**src/dtbw_pkg.sv**
```systemverilog
// Shared types, constants and arithmetic steps of the distance tier blend weight block.
`default_nettype none

package dtbw_pkg;

  localparam int unsigned DistW     = 26;
  localparam int unsigned EndW      = 25;
  localparam int unsigned FracW     = 15;
  localparam int unsigned PosW      = 25;
  localparam int unsigned DiffW     = 26;
  localparam int unsigned SqW       = 52;
  localparam int unsigned RootW     = 26;
  localparam int unsigned RootSteps = 26;
  localparam int unsigned RemW      = RootW + 3;
  localparam int unsigned WgtW      = 17;
  localparam int unsigned QuotW     = 16;
  localparam int unsigned DivW      = 26;
  localparam int unsigned FifoDepth = 4;
  localparam int unsigned FifoPtrW  = $clog2(FifoDepth);
  localparam int unsigned FifoCntW  = $clog2(FifoDepth + 1);

  localparam logic [WgtW-1:0] OneQ16 = 17'd65536;

  localparam logic [EndW-1:0]  NearMin  = 25'd256;
  localparam logic [EndW-1:0]  NearMax  = 25'd25599488;
  localparam logic [EndW-1:0]  MidMin   = 25'd512;
  localparam logic [EndW-1:0]  MidMax   = 25'd25599744;
  localparam logic [EndW-1:0]  FarMin   = 25'd768;
  localparam logic [EndW-1:0]  FarMax   = 25'd25600000;
  localparam logic [FracW-1:0] FracMin  = 15'd655;
  localparam logic [FracW-1:0] FracMax  = 15'd32113;
  localparam logic [EndW-1:0]  TierGap  = 25'd256;

  localparam logic [EndW-1:0]  NearRst  = 25'd30720;
  localparam logic [EndW-1:0]  MidRst   = 25'd204800;
  localparam logic [EndW-1:0]  FarRst   = 25'd1024000;
  localparam logic [FracW-1:0] FracRst  = 15'd7864;

  typedef enum logic [1:0] {
    REG_NEAR_END   = 2'd0,
    REG_MIDDLE_END = 2'd1,
    REG_FAR_END    = 2'd2,
    REG_TRANS_FRAC = 2'd3
  } dtbw_reg_e;

  // Tier geometry derived from the configuration registers.
  typedef struct packed {
    logic [DivW-1:0] lo_n;
    logic [DivW-1:0] hi_n;
    logic [DivW-1:0] den_n;
    logic [DivW-1:0] lo_f;
    logic [DivW-1:0] hi_f;
    logic [DivW-1:0] den_f;
    logic [EndW-1:0] far_end;
  } dtbw_tier_cfg_t;

  typedef struct packed {
    logic [DivW-1:0]  r;
    logic [QuotW-1:0] q;
  } dtbw_div_t;

  typedef struct packed {
    logic [RemW-1:0]  rem;
    logic [RootW-1:0] root;
    logic [SqW-1:0]   rad;
  } dtbw_root_t;

  // One bit of a restoring division; the remainder stays below the divisor.
  function automatic dtbw_div_t div_step(input logic [DivW-1:0] r,
                                         input logic [QuotW-1:0] q,
                                         input logic [DivW-1:0] b);
    logic [DivW:0] r2;
    dtbw_div_t     res;
    r2 = {r, 1'b0};
    if (r2 >= {1'b0, b}) begin
      res.r = DivW'(r2 - {1'b0, b});
      res.q = {q[QuotW-2:0], 1'b1};
    end else begin
      res.r = r2[DivW-1:0];
      res.q = {q[QuotW-2:0], 1'b0};
    end
    return res;
  endfunction

  // One result bit of a digit-by-digit integer square root.
  function automatic dtbw_root_t root_step(input dtbw_root_t s);
    logic [RemW-1:0] cur;
    logic [RemW-1:0] trial;
    dtbw_root_t      res;
    cur   = {s.rem[RemW-3:0], s.rad[SqW-1:SqW-2]};
    trial = {1'b0, s.root, 2'b01};
    res.rad = {s.rad[SqW-3:0], 2'b00};
    if (cur >= trial) begin
      res.rem  = cur - trial;
      res.root = {s.root[RootW-2:0], 1'b1};
    end else begin
      res.rem  = cur;
      res.root = {s.root[RootW-2:0], 1'b0};
    end
    return res;
  endfunction

endpackage

`default_nettype wire

```
**src/dtbw_fifo.sv**
```systemverilog
// Short distance queue between the front end and the back end.
`default_nettype none

module dtbw_fifo import dtbw_pkg::*; (
  input  logic             clk_i,
  input  logic             rst_ni,
  input  logic             push_i,
  input  logic [DistW-1:0] data_i,
  input  logic             pop_i,
  output logic [DistW-1:0] data_o,
  output logic             full_o,
  output logic             empty_o
);

  logic [DistW-1:0]    mem_q [FifoDepth];
  logic [FifoPtrW-1:0] wr_q, wr_d, rd_q, rd_d;
  logic [FifoCntW-1:0] cnt_q, cnt_d;
  logic                do_push, do_pop;

  assign full_o  = (cnt_q == FifoCntW'(FifoDepth));
  assign empty_o = (cnt_q == '0);
  assign do_push = push_i && !full_o;
  assign do_pop  = pop_i && !empty_o;
  assign data_o  = mem_q[rd_q];

  always_comb begin
    wr_d  = do_push ? FifoPtrW'(wr_q + 1'b1) : wr_q;
    rd_d  = do_pop ? FifoPtrW'(rd_q + 1'b1) : rd_q;
    cnt_d = cnt_q + FifoCntW'(do_push) - FifoCntW'(do_pop);
  end

  always_ff @(posedge clk_i or negedge rst_ni) begin
    if (!rst_ni) begin
      wr_q  <= '0;
      rd_q  <= '0;
      cnt_q <= '0;
    end else begin
      wr_q  <= wr_d;
      rd_q  <= rd_d;
      cnt_q <= cnt_d;
    end
  end

  always_ff @(posedge clk_i) begin
    if (do_push) begin
      mem_q[wr_q] <= data_i;
    end
  end

endmodule

`default_nettype wire

```
**config.mk**
```make
export PLATFORM = sky130hd
export DESIGN_NAME = dtbw_fifo
export DESIGN_NICKNAME = d
export VERILOG_FILES = /design/src/dtbw_pkg.sv /design/src/dtbw_fifo.sv
export SDC_FILE = /design/constraint.sdc
export NUM_CORES = 1
export LEC_CHECK = 0
export BUFFER_PORTS_ARGS = -buffer_cell sky130_fd_sc_hd__buf_2
export CAP_MARGIN = 25
export CORE_MARGIN = 5
export CORE_UTILIZATION = 56
export CTS_CLUSTER_DIAMETER = 40
export DETAILED_ROUTE_END_ITERATION = 10
export MAX_ROUTING_LAYER = met4
export PLACE_DENSITY = 0.9
export SYNTH_ARGS = -nofsm -noshare
export SYNTH_HDL_FRONTEND = slang
export SYNTH_SLANG_ARGS = --single-unit
```
**constraint.sdc**
```tcl
create_clock -name clk_i -period 3.9 [get_ports clk_i]
set_input_delay 1.17 -clock clk_i [delete_from_list [all_inputs] [get_ports clk_i]]
set_output_delay 1.17 -clock clk_i [all_outputs]
set_load 0.02 [all_outputs]
```
==> results.sh <==
export IMPL_post_place_ws_ns=0.880
export IMPL_pwr_share_seq_pct=49.6
export IMPL_hold_buffers=0
export IMPL_core_sq_mm=0.00733
export IMPL_antenna_found_initial=0
export IMPL_worstPathArrival_ns=2.18
export IMPL_n_fill_cell=471
export IMPL_synthArstFlopShare_pct=6.31
export IMPL_fp_row_count=31
export IMPL_slowest_delay_ns=0.81
export IMPL_drtAntennaViolNets=0
export IMPL_layout_setup_ws_ns=0.555
export IMPL_regToRegSetupSlack_ns=1.70
export IMPL_numCtsBuffers=9
export IMPL_crit_slowest_cell="dfrtp_2"
export IMPL_clk_pin_slew_worst_paths_ns=0.09
export IMPL_die_area_sq_mm=0.00948
export IMPL_power_density_mw_per_mm2=730
export IMPL_crit_path_cell_trace="buf_4 -> mux4_2 -> buf_2"
export IMPL_min_period_over_period_pct=85.8
export IMPL_maxSlewViolCount=0
export IMPL_p_int_mw=2.37
export IMPL_clock_root_buffer="clkbuf_8"
export IMPL_rsz0062_at_grt="no"
export IMPL_area_growth_syn_to_layout_pct=13.8
export IMPL_cts_buffer_depth=2
export IMPL_min_period_ns=3.35
export IMPL_layoutNonFillerInstCount=350
export IMPL_clk_latency_ns=0.36
export IMPL_avgRoutedWirePerCell_microns=20.0
export IMPL_met1_length_microns=2860
export IMPL_hp_class="flop to flop"
export IMPL_fin_nets=282
export IMPL_drive_above_1_share_pct=39.2
export IMPL_crit_path_end="data_o[14]"
export IMPL_syn_cell_area_sq_mm=0.00427
export IMPL_yosys_most_used_dff="edfxtp_1"
export IMPL_syn_area_per_cell_sq_um=24.1
export IMPL_place_gp_congestion=0.767
export IMPL_crit_reg2reg_launch="cnt_q[1]"
export IMPL_synth_area_leader_cell="edfxtp_1"
export IMPL_cts_tree="yes"
export IMPL_syn_inst=177
export IMPL_clock_skew_ns=0.0150
export IMPL_grt_pass1_wl_microns=11000
export IMPL_synth_nets=214
export IMPL_ioPinCount=58
export IMPL_post_cts_buffers=0
export IMPL_firstDrtPassIters=4
export IMPL_dr_wl_met2_microns=3620
export IMPL_reg2reg_to="cnt_q[2]"
export IMPL_leakage_nw=1.73
export IMPL_drt_iter0_drc=68
export IMPL_yosys_top_cells_area="edfxtp_1 73%, mux4_2 9.5%, mux4_1 4.9%, dfrtp_1 4.1%, ha_1 1.8%"
export IMPL_met3_length_microns=456
export IMPL_hold_viol=0
export IMPL_drc=0
export IMPL_yosysWarnings=0
export IMPL_place_inst=333
export IMPL_die_y_microns=97.4
export IMPL_clock_sinks=111
export IMPL_synth_top_area_share_pct=73.1
export IMPL_seq_area_frac_synth_pct=77.2
export IMPL_ys_ff_latch=111
export IMPL_initial_core_util_pct=58.3
export IMPL_path_max_fanout=22
export IMPL_die_w_microns=97.4
export IMPL_ys_top_cells_by_count="104 x edfxtp_1, 18 x mux4_2, 8 x mux4_1, 7 x dfrtp_1"
export IMPL_ctsHtreeMaxLevel=3
export IMPL_pwr_share_comb_pct=32.9
export IMPL_clkPwrFrac_pct=17.6
export IMPL_yosysUniqueCellTypes=20
export IMPL_synth_most_common_cell="edfxtp_1"
export IMPL_grt_overflow=0
export IMPL_tns_ns=0
export IMPL_slew_headroom_pct=55.6
export IMPL_grt_pass1_vias=2089
export IMPL_crit_required_ns=2.73
export IMPL_gr_usage_all_layers_pct=15.8
export IMPL_finalSetupViolations=0
export IMPL_cp_startpoint="rd_q[0]"
export IMPL_fmaxAchievable_mhz=299
export IMPL_ir_drop_mv=0.470
export IMPL_worstSetupStartpointType="flop"
export IMPL_worst_r2r_cell_count=8
export IMPL_top_layer="met4"
export IMPL_worstSetupEndpointType="output pin"
export IMPL_cts_resized=0
export IMPL_grt_max_degree=27
export IMPL_synth_edf_count=104
export IMPL_switching_share_pct=33.2
export IMPL_p_switching_mw=1.18
export IMPL_path_class="flop to output pin"
export IMPL_wl_microns=6990
export IMPL_vias_per_cell=5.52
export IMPL_drv_cap=0
export IMPL_dp_hpwl_microns=4620
export IMPL_vias=1932
export IMPL_outcome="complete, no violations"
export IMPL_worstMarginPinSlew_ns=0.666
export IMPL_portBuffers=57
## layout by cell type, fill, tap and decap left out, types with 2 or more instances in the layout
master / count
ha_1: 6
nand4bb_1: 2
nand2b_1: 4
buf_4: 5
inv_1: 6
dfrtp_1: 6
clkbuf_8: 10
clkinvlp_4: 2
mux4_2: 18
o211ai_1: 2
and3b_1: 4
xnor2_1: 4
clkinv_4: 2
buf_2: 57
edfxtp_1: 104
mux4_1: 8
## worst min path at each step
stage | startpoint | endpoint | slack [ns] | depth (start not counted)
5_1_grt | rst_ni | wr_q[0] | 0.61 | 1
3_5_place_dp | wr_q[1] | wr_q[1] | 0.60 | 2
2_1_floorplan | wr_q[1] | wr_q[1] | 0.54 | 2
3_3_place_gp | wr_q[1] | wr_q[1] | 0.57 | 2
4_1_cts | rst_ni | wr_q[0] | 0.62 | 1
6_report | wr_q[1] | wr_q[1] | 0.63 | 2
## state kept, by name (all words and copies together), names as in the netlist
name   flops
mem_q    104
cnt_q      3
rd_q       2
wr_q       2
## power by group through the flow
| stage | Sequential [mW] | Clock [mW] | Combinational, mW |
|---|---|---|---|
| floorplan | 1.67 | 0 | 0.954 |
| global placement | 1.78 | 0 | 1.16 |
| detailed placement | 1.80 | 0 | 1.19 |
| CTS | 1.77 | 0.643 | 1.19 |
| global route | 1.80 | 0.684 | 1.26 |
| finish | 1.76 | 0.623 | 1.17 |
## area by class of cell
cell class / instances / area (sq um) / area share, %
multi-input cells: 54 / 887 / 18.2
diodes: 1 / 2.50 / 0.0515
clock inverters: 5 / 43.8 / 0.900
clock buffers: 11 / 141 / 2.91
repair buffers: 63 / 343 / 7.05
flip-flops and latches: 111 / 3300 / 67.8
well taps: 99 / 124 / 2.55
inverters: 6 / 22.5 / 0.463
## kinds of logic (layout without fill, tap and decap cells)
group | after synthesis | after routing | synth area share (%)
compound gates | 4 | 4 | 0.732
xor+xnor | 4 | 4 | 0.820
fa+ha+maj | 7 | 7 | 2.22
buf+inv | 12 | 85 | 2.08
flops | 111 | 111 | 77.2
mux | 26 | 26 | 14.4
other cells | 0 | 1 | 0
simple gates | 13 | 13 | 2.58
## routing by layer
layer	track usage (%)	up-vias
li1	-	876
met1	19.3	992
met2	25.7	60
met3	5.17	4
met4	3.94	0
met5	-	-
## per-stage QoR
step	power (mW)	cell area, sq um	util [%]	hold WS (ns)
floorplan	2.62	4270	-	0.543
detailed placement	2.99	4680	63.8	0.600
finish	3.55	4860	66.3	0.627
global placement	2.94	4680	63.8	0.574
global route	3.74	4860	66.3	0.615
CTS	3.60	4860	66.3	0.616
## worst max-delay path: cells and delay by family (launching register included)
family / cells / cell delay (ns)
multiplexers: 1 / 0.52
buffers and inverters: 2 / 0.48
flip-flops: 1 / 0.81
No activity file was read; power rests on OpenSTA's default activity.
